$ cat config.mk
export PLATFORM = sky130hd
export DESIGN_NAME = integer_to_text_formatter
export DESIGN_NICKNAME = d
export VERILOG_FILES = /design/src/ittf_pkg.sv /design/src/ittf_conv.sv /design/src/ittf_emit.sv /design/src/integer_to_text_formatter.sv
export SDC_FILE = /design/constraint.sdc
export NUM_CORES = 1
export LEC_CHECK = 0
export ABC_AREA = 1
export ABC_CLOCK_PERIOD_IN_PS = 15200
export BUFFER_PORTS_ARGS = -buffer_cell sky130_fd_sc_hd__clkbuf_2
export CORE_AREA = 5 5 229 231
export CTS_CLUSTER_DIAMETER = 120
export CTS_CLUSTER_SIZE = 40
export DETAILED_ROUTE_END_ITERATION = 6
export DIE_AREA = 0 0 234 236
export SLEW_MARGIN = 10
export SYNTH_ARGS = -nofsm -noshare
export SYNTH_HDL_FRONTEND = slang
export SYNTH_SLANG_ARGS = --single-unit
$ cat constraint.sdc
create_clock -name clk -period 15.2 [get_ports clk]
set_input_delay 0.76 -clock clk [delete_from_list [all_inputs] [get_ports clk]]
set_output_delay 0.76 -clock clk [all_outputs]
set_load 0.02 [all_outputs]
$ cat src/ittf_pkg.sv
// ittf_pkg: shared types and constants for the integer-to-text formatter.
// Used by ittf_conv, ittf_emit and integer_to_text_formatter; no dependencies.
package ittf_pkg;

  localparam int NUM_DIGITS = 24;
  localparam int DIG_W      = 4;
  localparam int DIGS_W     = NUM_DIGITS * DIG_W;
  localparam int ND_W       = 5;
  localparam int VAL_W      = 64;

  localparam logic [2:0] MODE_D     = 3'd0;
  localparam logic [2:0] MODE_O     = 3'd1;
  localparam logic [2:0] MODE_U     = 3'd2;
  localparam logic [2:0] MODE_X_LO  = 3'd3;
  localparam logic [2:0] MODE_X_UP  = 3'd4;
  localparam logic [2:0] MODE_P     = 3'd5;

  localparam logic [1:0] SIGN_PLUS  = 2'd1;
  localparam logic [1:0] SIGN_SPACE = 2'd2;

  localparam logic [7:0] CH_SPACE = 8'h20;
  localparam logic [7:0] CH_PLUS  = 8'h2B;
  localparam logic [7:0] CH_MINUS = 8'h2D;
  localparam logic [7:0] CH_ZERO  = 8'h30;
  localparam logic [7:0] CH_A_UP  = 8'h41;
  localparam logic [7:0] CH_X_UP  = 8'h58;
  localparam logic [7:0] CH_A_LO  = 8'h61;
  localparam logic [7:0] CH_X_LO  = 8'h78;

  typedef enum logic [1:0] {BASE_8, BASE_10, BASE_16} base_t;

  typedef enum logic [1:0] {CV_IDLE, CV_DABBLE, CV_SCAN, CV_HOLD} conv_state_t;

  typedef enum logic [1:0] {EM_IDLE, EM_WAIT, EM_RUN} emit_state_t;

  typedef struct packed {
    logic [15:0] pre;
    logic [1:0]  np;
    logic        ucase;
    logic        lal;
    logic        zpad;
    logic [6:0]  width;
  } job_t;

  typedef struct packed {
    logic             done;
    logic [ND_W-1:0]  nd;
    logic [DIG_W-1:0] top;
  } conv_status_t;

endpackage

$ cat src/ittf_conv.sv
// ittf_conv: radix conversion of a 64-bit magnitude into a digit shift register.
// Decimal goes bit-serial through double-dabble; leading zeros are stripped
// one digit per cycle. Depends on ittf_pkg.
module ittf_conv (
  input  logic                                clk,
  input  logic                                rst_n,
  input  logic                                start,
  input  logic [ittf_pkg::VAL_W-1:0]          mag,
  input  ittf_pkg::base_t                     base,
  input  logic                                pop,
  output ittf_pkg::conv_status_t              status
);

  localparam int CNT_W = $clog2(ittf_pkg::VAL_W);

  ittf_pkg::conv_state_t state_r, state_nxt;
  logic [ittf_pkg::DIGS_W-1:0] dig_r, dig_nxt;
  logic [ittf_pkg::VAL_W-1:0]  mag_r, mag_nxt;
  logic [CNT_W-1:0]            cnt_r, cnt_nxt;
  logic [ittf_pkg::ND_W-1:0]   nd_r, nd_nxt;
  logic [ittf_pkg::DIGS_W-1:0] adj;
  logic [ittf_pkg::DIGS_W-1:0] load_dig;
  logic [ittf_pkg::VAL_W+1:0]  mag_ext;
  logic [ittf_pkg::DIG_W-1:0]  top;

  assign top     = dig_r[ittf_pkg::DIGS_W-1 -: ittf_pkg::DIG_W];
  assign mag_ext = {2'b00, mag};

  always_comb begin
    load_dig = '0;
    if (base == ittf_pkg::BASE_16) begin
      load_dig[ittf_pkg::VAL_W-1:0] = mag;
    end else begin
      for (int i = 0; i < (ittf_pkg::VAL_W + 2) / 3; i++) begin
        load_dig[i*ittf_pkg::DIG_W +: ittf_pkg::DIG_W] = {1'b0, mag_ext[i*3 +: 3]};
      end
    end
  end

  // add-3 correction, every BCD digit independent
  always_comb begin
    for (int i = 0; i < ittf_pkg::NUM_DIGITS; i++) begin
      if (dig_r[i*ittf_pkg::DIG_W +: ittf_pkg::DIG_W] >= 4'd5) begin
        adj[i*ittf_pkg::DIG_W +: ittf_pkg::DIG_W] =
          dig_r[i*ittf_pkg::DIG_W +: ittf_pkg::DIG_W] + 4'd3;
      end else begin
        adj[i*ittf_pkg::DIG_W +: ittf_pkg::DIG_W] =
          dig_r[i*ittf_pkg::DIG_W +: ittf_pkg::DIG_W];
      end
    end
  end

  always_comb begin
    state_nxt = state_r;
    dig_nxt   = dig_r;
    mag_nxt   = mag_r;
    cnt_nxt   = cnt_r;
    nd_nxt    = nd_r;
    if (start) begin
      mag_nxt = mag;
      cnt_nxt = '1;
      nd_nxt  = ittf_pkg::ND_W'(ittf_pkg::NUM_DIGITS);
      if (base == ittf_pkg::BASE_10) begin
        dig_nxt   = '0;
        state_nxt = ittf_pkg::CV_DABBLE;
      end else begin
        dig_nxt   = load_dig;
        state_nxt = ittf_pkg::CV_SCAN;
      end
    end else begin
      unique case (state_r)
        ittf_pkg::CV_IDLE: begin
        end
        ittf_pkg::CV_DABBLE: begin
          dig_nxt = {adj[ittf_pkg::DIGS_W-2:0], mag_r[ittf_pkg::VAL_W-1]};
          mag_nxt = {mag_r[ittf_pkg::VAL_W-2:0], 1'b0};
          cnt_nxt = cnt_r - 1'b1;
          if (cnt_r == '0) begin
            state_nxt = ittf_pkg::CV_SCAN;
          end
        end
        ittf_pkg::CV_SCAN: begin
          if (top == '0 && nd_r > ittf_pkg::ND_W'(1)) begin
            dig_nxt = {dig_r[ittf_pkg::DIGS_W-ittf_pkg::DIG_W-1:0], {ittf_pkg::DIG_W{1'b0}}};
            nd_nxt  = nd_r - 1'b1;
          end else begin
            state_nxt = ittf_pkg::CV_HOLD;
          end
        end
        ittf_pkg::CV_HOLD: begin
          if (pop) begin
            dig_nxt = {dig_r[ittf_pkg::DIGS_W-ittf_pkg::DIG_W-1:0], {ittf_pkg::DIG_W{1'b0}}};
          end
        end
        default: state_nxt = ittf_pkg::CV_IDLE;
      endcase
    end
  end

  always_ff @(posedge clk) begin
    if (!rst_n) begin
      state_r <= ittf_pkg::CV_IDLE;
    end else begin
      state_r <= state_nxt;
    end
  end

  always_ff @(posedge clk) begin
    dig_r <= dig_nxt;
    mag_r <= mag_nxt;
    cnt_r <= cnt_nxt;
    nd_r  <= nd_nxt;
  end

  assign status.done = (state_r == ittf_pkg::CV_HOLD);
  assign status.nd   = nd_r;
  assign status.top  = top;

endmodule

$ cat src/ittf_emit.sv
// ittf_emit: character sequencer and output register. Emits padding, sign or
// prefix and digits one character per cycle while out_ready allows. Depends on ittf_pkg.
module ittf_emit (
  input  logic                   clk,
  input  logic                   rst_n,
  input  logic                   start,
  input  ittf_pkg::job_t         job,
  input  ittf_pkg::conv_status_t conv_st,
  output logic                   pop,
  output logic                   idle,
  output logic                   out_valid,
  input  logic                   out_ready,
  output logic [7:0]             out_char,
  output logic                   out_last
);

  ittf_pkg::emit_state_t state_r, state_nxt;
  ittf_pkg::job_t        job_r, job_nxt;
  logic [6:0] lpad_r, lpad_nxt, zpad_r, zpad_nxt, rpad_r, rpad_nxt, rem_r, rem_nxt;
  logic [ittf_pkg::ND_W-1:0] nd_r, nd_nxt;
  logic       out_valid_r, out_valid_nxt, out_last_r, out_last_nxt;
  logic [7:0] out_char_r, out_char_nxt;
  logic [6:0] len, pad;
  logic [7:0] dig_char;
  logic       load;

  assign len  = 7'(job_r.np) + 7'(conv_st.nd);
  assign pad  = (job_r.width > len) ? (job_r.width - len) : 7'd0;
  assign load = !out_valid_r || out_ready;

  always_comb begin
    if (conv_st.top < 4'd10) begin
      dig_char = ittf_pkg::CH_ZERO + 8'(conv_st.top);
    end else if (job_r.ucase) begin
      dig_char = ittf_pkg::CH_A_UP + 8'(conv_st.top - 4'd10);
    end else begin
      dig_char = ittf_pkg::CH_A_LO + 8'(conv_st.top - 4'd10);
    end
  end

  always_comb begin
    state_nxt     = state_r;
    job_nxt       = job_r;
    lpad_nxt      = lpad_r;
    zpad_nxt      = zpad_r;
    rpad_nxt      = rpad_r;
    rem_nxt       = rem_r;
    nd_nxt        = nd_r;
    out_valid_nxt = out_valid_r && !out_ready;
    out_char_nxt  = out_char_r;
    out_last_nxt  = out_last_r;
    pop           = 1'b0;
    unique case (state_r)
      ittf_pkg::EM_IDLE: begin
        if (start) begin
          job_nxt   = job;
          state_nxt = ittf_pkg::EM_WAIT;
        end
      end
      ittf_pkg::EM_WAIT: begin
        if (conv_st.done) begin
          nd_nxt    = conv_st.nd;
          lpad_nxt  = (!job_r.lal && !job_r.zpad) ? pad : 7'd0;
          zpad_nxt  = (!job_r.lal && job_r.zpad) ? pad : 7'd0;
          rpad_nxt  = job_r.lal ? pad : 7'd0;
          rem_nxt   = len + pad;
          state_nxt = ittf_pkg::EM_RUN;
        end
      end
      ittf_pkg::EM_RUN: begin
        if (load) begin
          out_valid_nxt = 1'b1;
          out_last_nxt  = (rem_r == 7'd1);
          rem_nxt       = rem_r - 1'b1;
          if (lpad_r != '0) begin
            out_char_nxt = ittf_pkg::CH_SPACE;
            lpad_nxt     = lpad_r - 1'b1;
          end else if (job_r.np != '0) begin
            out_char_nxt = job_r.pre[15:8];
            job_nxt.pre  = {job_r.pre[7:0], 8'h00};
            job_nxt.np   = job_r.np - 1'b1;
          end else if (zpad_r != '0) begin
            out_char_nxt = ittf_pkg::CH_ZERO;
            zpad_nxt     = zpad_r - 1'b1;
          end else if (nd_r != '0) begin
            out_char_nxt = dig_char;
            nd_nxt       = nd_r - 1'b1;
            pop          = 1'b1;
          end else begin
            out_char_nxt = ittf_pkg::CH_SPACE;
            rpad_nxt     = rpad_r - 1'b1;
          end
          if (rem_r == 7'd1) begin
            state_nxt = ittf_pkg::EM_IDLE;
          end
        end
      end
      default: state_nxt = ittf_pkg::EM_IDLE;
    endcase
  end

  always_ff @(posedge clk) begin
    if (!rst_n) begin
      state_r     <= ittf_pkg::EM_IDLE;
      out_valid_r <= 1'b0;
    end else begin
      state_r     <= state_nxt;
      out_valid_r <= out_valid_nxt;
    end
  end

  always_ff @(posedge clk) begin
    job_r      <= job_nxt;
    lpad_r     <= lpad_nxt;
    zpad_r     <= zpad_nxt;
    rpad_r     <= rpad_nxt;
    rem_r      <= rem_nxt;
    nd_r       <= nd_nxt;
    out_char_r <= out_char_nxt;
    out_last_r <= out_last_nxt;
  end

  assign idle      = (state_r == ittf_pkg::EM_IDLE);
  assign out_valid = out_valid_r;
  assign out_char  = out_char_r;
  assign out_last  = out_last_r;

endmodule

$ cat src/integer_to_text_formatter.sv
// integer_to_text_formatter: top level of the printf-style integer formatter.
// Instantiates ittf_conv and ittf_emit; depends on ittf_pkg.
//
// Usage:
//   Input channel (in_valid/in_ready) takes one number with its conversion
//   code and flags. Result channel (out_valid/out_ready) returns the text,
//   one ASCII character per item, out_last high on the final character.
//   Invalid conversion codes (6, 7) are taken and produce no characters.
// Flow:
//   Decimal conversions run a bit-serial double-dabble; octal and hex
//   load their digits directly. Leading-zero stripping then removes one
//   leading zero digit per cycle (up to 23). Characters leave at one per
//   cycle while out_ready allows, up to max(field width, 23) of them.
//   in_ready rises again once the final character sits in the output
//   register, so the next number converts while it waits.
// Reset: synchronous, active low; clears the sequencers and output valid.
// Stall: with out_ready low the output register holds and emission waits.
module integer_to_text_formatter #(
  parameter int MAX_WIDTH = 64
) (
  input  logic        clk,
  input  logic        rst_n,
  input  logic        in_valid,
  output logic        in_ready,
  input  logic [63:0] in_value,
  input  logic [2:0]  in_mode,
  input  logic        in_wide64,
  input  logic        in_alt_form,
  input  logic        in_zero_pad,
  input  logic        in_left_align,
  input  logic [1:0]  in_sign_mode,
  input  logic [6:0]  in_field_width,
  output logic        out_valid,
  input  logic        out_ready,
  output logic [7:0]  out_char,
  output logic        out_last
);

  localparam logic [6:0] MaxW = 7'(MAX_WIDTH);

  logic                   accept, start, pop, emit_idle, mag_zero, neg;
  logic [63:0]            sval, mag;
  ittf_pkg::base_t        base;
  ittf_pkg::job_t         job;
  ittf_pkg::conv_status_t conv_st;

  assign accept = in_valid && in_ready;
  assign start  = accept && (in_mode <= ittf_pkg::MODE_P);

  always_comb begin
    unique case (in_mode)
      ittf_pkg::MODE_O:                   base = ittf_pkg::BASE_8;
      ittf_pkg::MODE_D, ittf_pkg::MODE_U: base = ittf_pkg::BASE_10;
      default:                            base = ittf_pkg::BASE_16;
    endcase
  end

  always_comb begin
    sval     = in_wide64 ? in_value : {{32{in_value[31]}}, in_value[31:0]};
    neg      = sval[63];
    job      = '0;
    job.ucase = (in_mode == ittf_pkg::MODE_X_UP);
    job.lal   = in_left_align;
    job.zpad  = in_zero_pad;
    job.width = (in_field_width > MaxW) ? MaxW : in_field_width;
    if (in_mode == ittf_pkg::MODE_D) begin
      mag = neg ? (64'd0 - sval) : sval;
    end else begin
      mag = in_wide64 ? in_value : {32'd0, in_value[31:0]};
    end
    mag_zero = (mag == '0);
    if (in_mode == ittf_pkg::MODE_D) begin
      if (neg) begin
        job.pre = {ittf_pkg::CH_MINUS, 8'h00};
        job.np  = 2'd1;
      end else if (in_sign_mode == ittf_pkg::SIGN_PLUS) begin
        job.pre = {ittf_pkg::CH_PLUS, 8'h00};
        job.np  = 2'd1;
      end else if (in_sign_mode == ittf_pkg::SIGN_SPACE) begin
        job.pre = {ittf_pkg::CH_SPACE, 8'h00};
        job.np  = 2'd1;
      end
    end else if (in_mode == ittf_pkg::MODE_P || in_alt_form) begin
      if (base == ittf_pkg::BASE_8 && !mag_zero) begin
        job.pre = {ittf_pkg::CH_ZERO, 8'h00};
        job.np  = 2'd1;
      end else if (base == ittf_pkg::BASE_16 &&
                   (in_mode == ittf_pkg::MODE_P || !mag_zero)) begin
        job.pre = {ittf_pkg::CH_ZERO, job.ucase ? ittf_pkg::CH_X_UP : ittf_pkg::CH_X_LO};
        job.np  = 2'd2;
      end
    end
  end

  ittf_conv u_conv (
    .clk    (clk),
    .rst_n  (rst_n),
    .start  (start),
    .mag    (mag),
    .base   (base),
    .pop    (pop),
    .status (conv_st)
  );

  ittf_emit u_emit (
    .clk       (clk),
    .rst_n     (rst_n),
    .start     (start),
    .job       (job),
    .conv_st   (conv_st),
    .pop       (pop),
    .idle      (emit_idle),
    .out_valid (out_valid),
    .out_ready (out_ready),
    .out_char  (out_char),
    .out_last  (out_last)
  );

  assign in_ready = emit_idle;

  a_busy_after_start: assert property (@(posedge clk) disable iff (!rst_n)
    start |=> !in_ready)
    else $error("formatter ready right after taking an item");

  a_no_pop_idle: assert property (@(posedge clk) disable iff (!rst_n)
    in_ready |-> !pop)
    else $error("digit popped while idle");

  a_pop_settled: assert property (@(posedge clk) disable iff (!rst_n)
    pop |-> conv_st.done)
    else $error("digit popped before conversion finished");

endmodule

==> metrics.txt, run 1 <==
vias in the first global route=15270; hold_ws=0.443 ns; worst slew pin tran=1.08 ns; total iterations of the first detailed-routing run=6; H-tree depth=1; Fin Clk Skew=0.0294 ns; Die Y=236 µm; area of the mapped netlist=17300 µm²; max_slew headroom=27.9%; critical path, cell by cell=clkbuf_2 -> inv_1 -> nand2_2 -> nand2_2 -> nand2_2 -> inv_2 -> o21ai_0 -> nand3_1 -> nand2_1 -> nor3_1 -> nand2_1 -> nor2_1 -> nand3_1 -> nor2_2 -> nand4_2 -> nand3_2 -> nand2_1 -> inv_1 -> nand2_1; CP Capture Type=flip-flop; Filler cells=5267; area of the core=49900 µm²; syn avg cell area=7.52 µm²; synthesized instance count=2296; CP most frequent cell=nand2_1; # resized after CTS=0; Max Fclk=0.186 GHz; PortBufs=94; Total GRT Usage=18.7%; CP top delay family=simple AND/OR/NAND/NOR gates; dpl ws=9.40 ns; ANT nets after route=0; grt ovf=0; Seq/Total Area, Yosys=39.4%; Final Critical Period=5.38 ns; RSZ-0062 raised after global routing=no; worst path buffer plus inverter count=4; DIE AREA=55200 µm²; vias=16046; asr flop ratio synth=0%; Fin Setup TNS=0 ns; HP Class=primary input to flip-flop; Pleak=0.00822 µW; CP Max Fanout=67; Placer Congestion=0.931; power density over cell area=115 nW/µm²; maxcap violations=0; fin nets=2511; Worst Slack Setup Final=9.82 ns; postcts setup bufs=0; DRC errors left=0; Worst-path clk slew=0.14 ns; final worst-path cycle share=35.4%; initial core utilization=34.6%; # IOs=95; Post-synth EDFFs=216; required time of the worst setup path=15.47 ns; largest net degree at the start of global routing=75; Startpoint Class=primary input; via/cell ratio=5.31; CTS Buf Count=10; # clock sinks=232; CP max stage cell=inv_2; Skew-Pair Late Insertion Delay=0.51 ns; root buffer cell=clkbuf_16; DRT iter0 DRCs=1552; post-DR wirelength/cell=17.9 µm; Area Growth Syn to Fin=8.42%; FF+latch count, synth=232; WL final=54.0 mm; CTS hold repair buffers=0; initial antenna violation count=0; Max IR drop VDD=0.0000638 V; share of cells above drive strength 1=9.37%; global-route wire length before repair=83.9 mm; Synth warnings=0; Final Hold Fails=0; status=complete, no violations; DP Wirelength=40.7 mm; Final Setup Violations=0; critical path arrival=5.65 ns; CP Class=primary input to flip-flop; Syn Nets=2464; Max Slew Vio Count=0; CTS max path bufs=3; CTS tree=built; Post-synth top flop=edfxtp_1; die width=234 µm; Max stage delay on crit path=0.95 ns; Yosys cell types=63; num rows=82
==> final timing paths <==
path              slack, ns  cells after the start             from                to
setup / recovery       9.82                     19        in_wide64  u_emit.job_r[25]
hold reg to reg        0.50                      1  u_conv.cnt_r[4]   u_conv.cnt_r[4]
setup reg to reg      10.29                     24   u_conv.nd_r[0]   u_emit.rem_r[6]
hold / removal         0.44                      1      in_zero_pad   u_emit.job_r[7]
==> state kept, by name, indices dropped and copies added (netlist names) <==
| signal | count |
|---|---|
| u_conv.dig_r | 96 |
| u_conv.state_r | 2 |
| u_emit.zpad_r | 7 |
| u_emit.state_r | 2 |
| u_emit.nd_r | 5 |
| u_emit.lpad_r | 7 |
| u_emit.out_valid | 1 |
| u_emit.rem_r | 7 |
| u_emit.out_last | 1 |
| u_emit.out_char | 8 |
| u_emit.job_r | 21 |
| u_conv.mag_r | 64 |
| u_conv.nd_r | 5 |
| u_conv.cnt_r | 6 |
==> cell type report <==
type / count / area, µm² / share of cell area (%)
multi-input cells: 1671 / 8930 / 47.7
clock buffers: 11 / 275 / 1.47
clock inverters: 5 / 61.3 / 0.328
diodes: 1 / 2.50 / 0.0134
well taps: 672 / 841 / 4.49
flip-flops and latches: 232 / 6810 / 36.4
inverters: 315 / 1180 / 6.32
repair buffers: 113 / 613 / 3.28
==> cells in the final DEF (no fill, tap or decap), types with 25 or more instances in the layout <==
cell,count
nand2_1,578
inv_1,302
nor2_1,234
edfxtp_1,216
o21ai_0,177
nand3_1,136
a21oi_1,112
clkbuf_2,94
ha_1,81
xor2_1,45
o221ai_1,26
a22oi_1,25
==> per-layer routing <==
| metal | GRT usage, % | vias to the layer above | routed length, µm |
|---|---|---|---|
| met5 | 0 | - | 0 |
| met4 | 4.13 | 0 | 1090 |
| met3 | 1.74 | 63 | 3490 |
| met2 | 30.0 | 571 | 24400 |
| met1 | 27.4 | 7615 | 25000 |
| li1 | - | 7797 | - |
==> synth_stat cells (all sizes together) (2+ instances only) <==
master	n	share of area (%)
clkbuf	51	1.1
buf	27	1.1
nand4	19	0.72
clkinv	3	0.065
ha	81	5.9
a32o	3	0.17
inv	312	6.8
nand2	599	13
a22oi	25	1.1
nor3	14	0.43
nor4	4	0.14
nand3	141	4.2
o311ai	4	0.20
dfxtp	16	1.9
o22ai	23	0.83
edfxtp	216	38
and2	4	0.14
a2bb2oi	4	0.20
o21bai	3	0.13
nand3b	24	1.0
fa	3	0.35
nor2	264	6.3
o211ai	18	0.78
xor2	46	2.4
o221ai	26	1.3
a21oi	112	3.2
or2	20	0.72
o32ai	3	0.15
o21ai	179	5.2
a31oi	7	0.25
xnor2	6	0.30
a32oi	21	1.1
o21a	2	0.087
a22o	2	0.10
==> through the flow <==
stage / util [%] / total power [µW] / cell area (µm²) / instances
6_report: 37.5 / 2150 / 18700 / 3020
5_1_grt: 37.5 / 2310 / 18700 / 3019
4_1_cts: 37.5 / 2160 / 18700 / 3019
3_5_place_dp: 36.9 / 1800 / 18400 / 3003
3_3_place_gp: 36.9 / 1770 / 18400 / 3003
2_1_floorplan: - / 1580 / 17300 / 2296
==> report_power, final <==
| group | total, µW | internal [µW] | switching, µW |
|---|---|---|---|
| combinational | 824 | 293 | 531 |
| sequential | 972 | 881 | 90.7 |
| clock | 357 | 140 | 217 |
| total | 2150 | 1310 | 839 |
==> logic make-up after synthesis <==
kind of cell	share of synthesized area, %
xor gates and xnor gates	2.68
buffers and inverters	9.03
adders and majority gates	6.22
AOI/OAI and AO/OA	15.4
muxes	0.0580
and+or+nand+nor	27.2
DFF	39.4
No activity file was read; power rests on OpenSTA's default activity.
==> run 2, diff against run 1 <==
ABC_CLOCK_PERIOD_IN_PS = 4530   (was 15200)
clock period = 4.53 ns   (was 15.2 ns; I/O delays follow)
==> metrics.txt, run 2 (synthesized netlist as in run 1, its figures left out) <==
status=complete, no violations; # clock sinks=232 (unchanged); power density over cell area=384 nW/µm² (+230%); largest net degree at the start of global routing=97 (+29%); Area Growth Syn to Fin=10.1%; global-route wire length before repair=83.1 mm (-0.99%); max FFs per register=96 (unchanged); # IOs=95 (unchanged); Power Internal=4460 µW (+240%); antenna diode count=0 (-1); initial antenna violation count=0 (unchanged); total iterations of the first detailed-routing run=6 (unchanged); worst path buffer plus inverter count=3 (-1); placed cell area=18500 µm² (+0.48%); Placer Congestion=0.889 (-4.5%); DP Wirelength=40.2 mm (-1.2%); Max IR drop VDD=0.000198 V (+210%); most common cell after layout, fill and taps aside=nand2_1; Worst-path clk slew=0.13 ns (about the same); sequential power share=44.7% (-0.4 points); DRC errors left=0 (unchanged); H-tree depth=1 (unchanged); initial core utilization=34.6% (unchanged); HP Class=primary input to flip-flop; Final Critical Period=4.36 ns; num rows=82 (unchanged); grt ovf=0 (unchanged); Max Fclk=0.229 GHz; max_slew headroom=30.7% (+2.8 points); Final Setup Violations=0 (unchanged); Final Util=38.1% (+0.57 points); CTS Buf Count=10 (unchanged); via/cell ratio=5.21 (-1.9%); Logic pwr share=38.5% (+0.2 points); Pleak=0.00835 µW (+1.7%); Max Slew Vio Count=0 (unchanged); Final Hold Fails=0 (unchanged); CTS tree=built; switching power=2830 µW (+240%); worst slew pin tran=1.03 ns (-0.0472 ns); CP Class=flip-flop to flip-flop; ANT nets after route=0 (unchanged); DIE AREA=55200 µm² (unchanged); CP most frequent cell=inv_1; maxcap violations=0 (unchanged); CP max stage cell=edfxtp_1; WL final=53.2 mm (-1.4%); Fin Clk Skew=0.0357 ns (+0.00635 ns); final worst-path cycle share=96.3%; Largest Register=u_conv.dig_r; CP top delay family=simple AND/OR/NAND/NOR gates; CTS max path bufs=3 (unchanged); Filler cells=5236 (-0.59%); area of the core=49900 µm² (unchanged); fin nets=2529 (+0.72%); Max stage delay on crit path=0.43 ns (-0.52 ns); post-DR wirelength/cell=17.5 µm (-2.0%); DRT iter0 DRCs=1474 (-5.0%); critical path arrival=4.62 ns (-1.03 ns); required time of the worst setup path=4.79 ns (-10.68 ns); vias=15835 (-1.3%); fin area=19000 µm² (+1.5%); Total GRT Usage=18.4% (-0.25 points); commonest non-fill, non-tap cells in the layout=nand2_1, inv_1, nor2_1, edfxtp_1, o21ai_0; CP Max Fanout=3 (-96%); sw frac=38.9% (-0.097 points); Startpoint Class=flip-flop; Clk pwr share=16.8% (+0.2 points); Skew-Pair Late Insertion Delay=0.52 ns (about the same); biggest regs=u_conv.dig_r x96, u_conv.mag_r x64, u_emit.job_r x21; CP Capture Type=flip-flop; total power=7300 µW (+240%); Die Y=236 µm (unchanged); vias in the first global route=15388 (+0.77%); share of cells above drive strength 1=10.7% (+1.3 points); die width=234 µm (unchanged); PortBufs=94 (unchanged); root buffer cell=clkbuf_16
run 2: metrics by stage:
| step | setup TNS [ns] | setup slack (ns) | hold WS (ns) | cells |
|---|---|---|---|---|
| after floorplan | 0 | 0.109 | 0.325 | 2296 |
| after global placement | 0 | 0.160 | 0.410 | 3010 |
| after detailed placement | -0.0579 | -0.0579 | 0.413 | 3010 |
| after CTS | 0 | 0.0136 | 0.0344 | 3031 |
| after global routing | -0.0256 | -0.0256 | 0.0405 | 3037 |
| final | 0 | 0.169 | 0.0443 | 3037 |
run 2: power groups by stage:
| stage | clock (µW) | sequential [µW] | combinational [µW] |
|---|---|---|---|
| after floorplan | 0 | 3220 | 2030 |
| after global placement | 0 | 3290 | 2630 |
| after detailed placement | 0 | 3300 | 2720 |
| after CTS | 1250 | 3250 | 2740 |
| after global routing | 1320 | 3310 | 3170 |
| final | 1230 | 3260 | 2810 |
run 2: routing by layer:
metal,part of all wire [%],vias to the layer above,track usage (%)
li1,-,7824,-
met1,47,7435,26.9
met2,46,509,30.0
met3,6.1,67,1.79
met4,1.7,0,3.36
met5,0,-,0
run 2: what timing repair did:
action	CTS	global route
buffers inserted	1	6
hold endpoints to repair	5	0
hold buffers	4	0
endpoints found under the setup margin	1	2
pin swaps	1	11
cloned	0	0
gates resized for setup	1	23
run 2: cell type report:
type	instances	area (µm²)	share of cell area, %
clock buffers	12	279	1.47
clock inverters	4	56.3	0.296
inverters	315	1180	6.23
multi-input cells	1671	9040	47.6
flip-flops and latches	232	6810	35.9
well taps	672	841	4.43
repair buffers	131	783	4.12
run 2: tightest hold or removal path: cells and delay by family:
family | cells | cell delay, ns
AOI/OAI and AO/OA | 1 | 0.16
buffers and inverters | 1 | 0.08
and+or+nand+nor | 1 | 0.06
run 2: path summary, 6_finish.rpt:
path	startpoint	endpoint	slack, ns	cells past startpoint
setup / recovery	u_emit.job_r[10]	u_emit.rem_r[6]	0.17	25
hold / removal	out_ready	u_emit.out_valid	0.04	3
setup reg to reg	u_emit.job_r[10]	u_emit.rem_r[6]	0.17	25
hold reg to reg	u_conv.cnt_r[4]	u_conv.cnt_r[4]	0.51	1
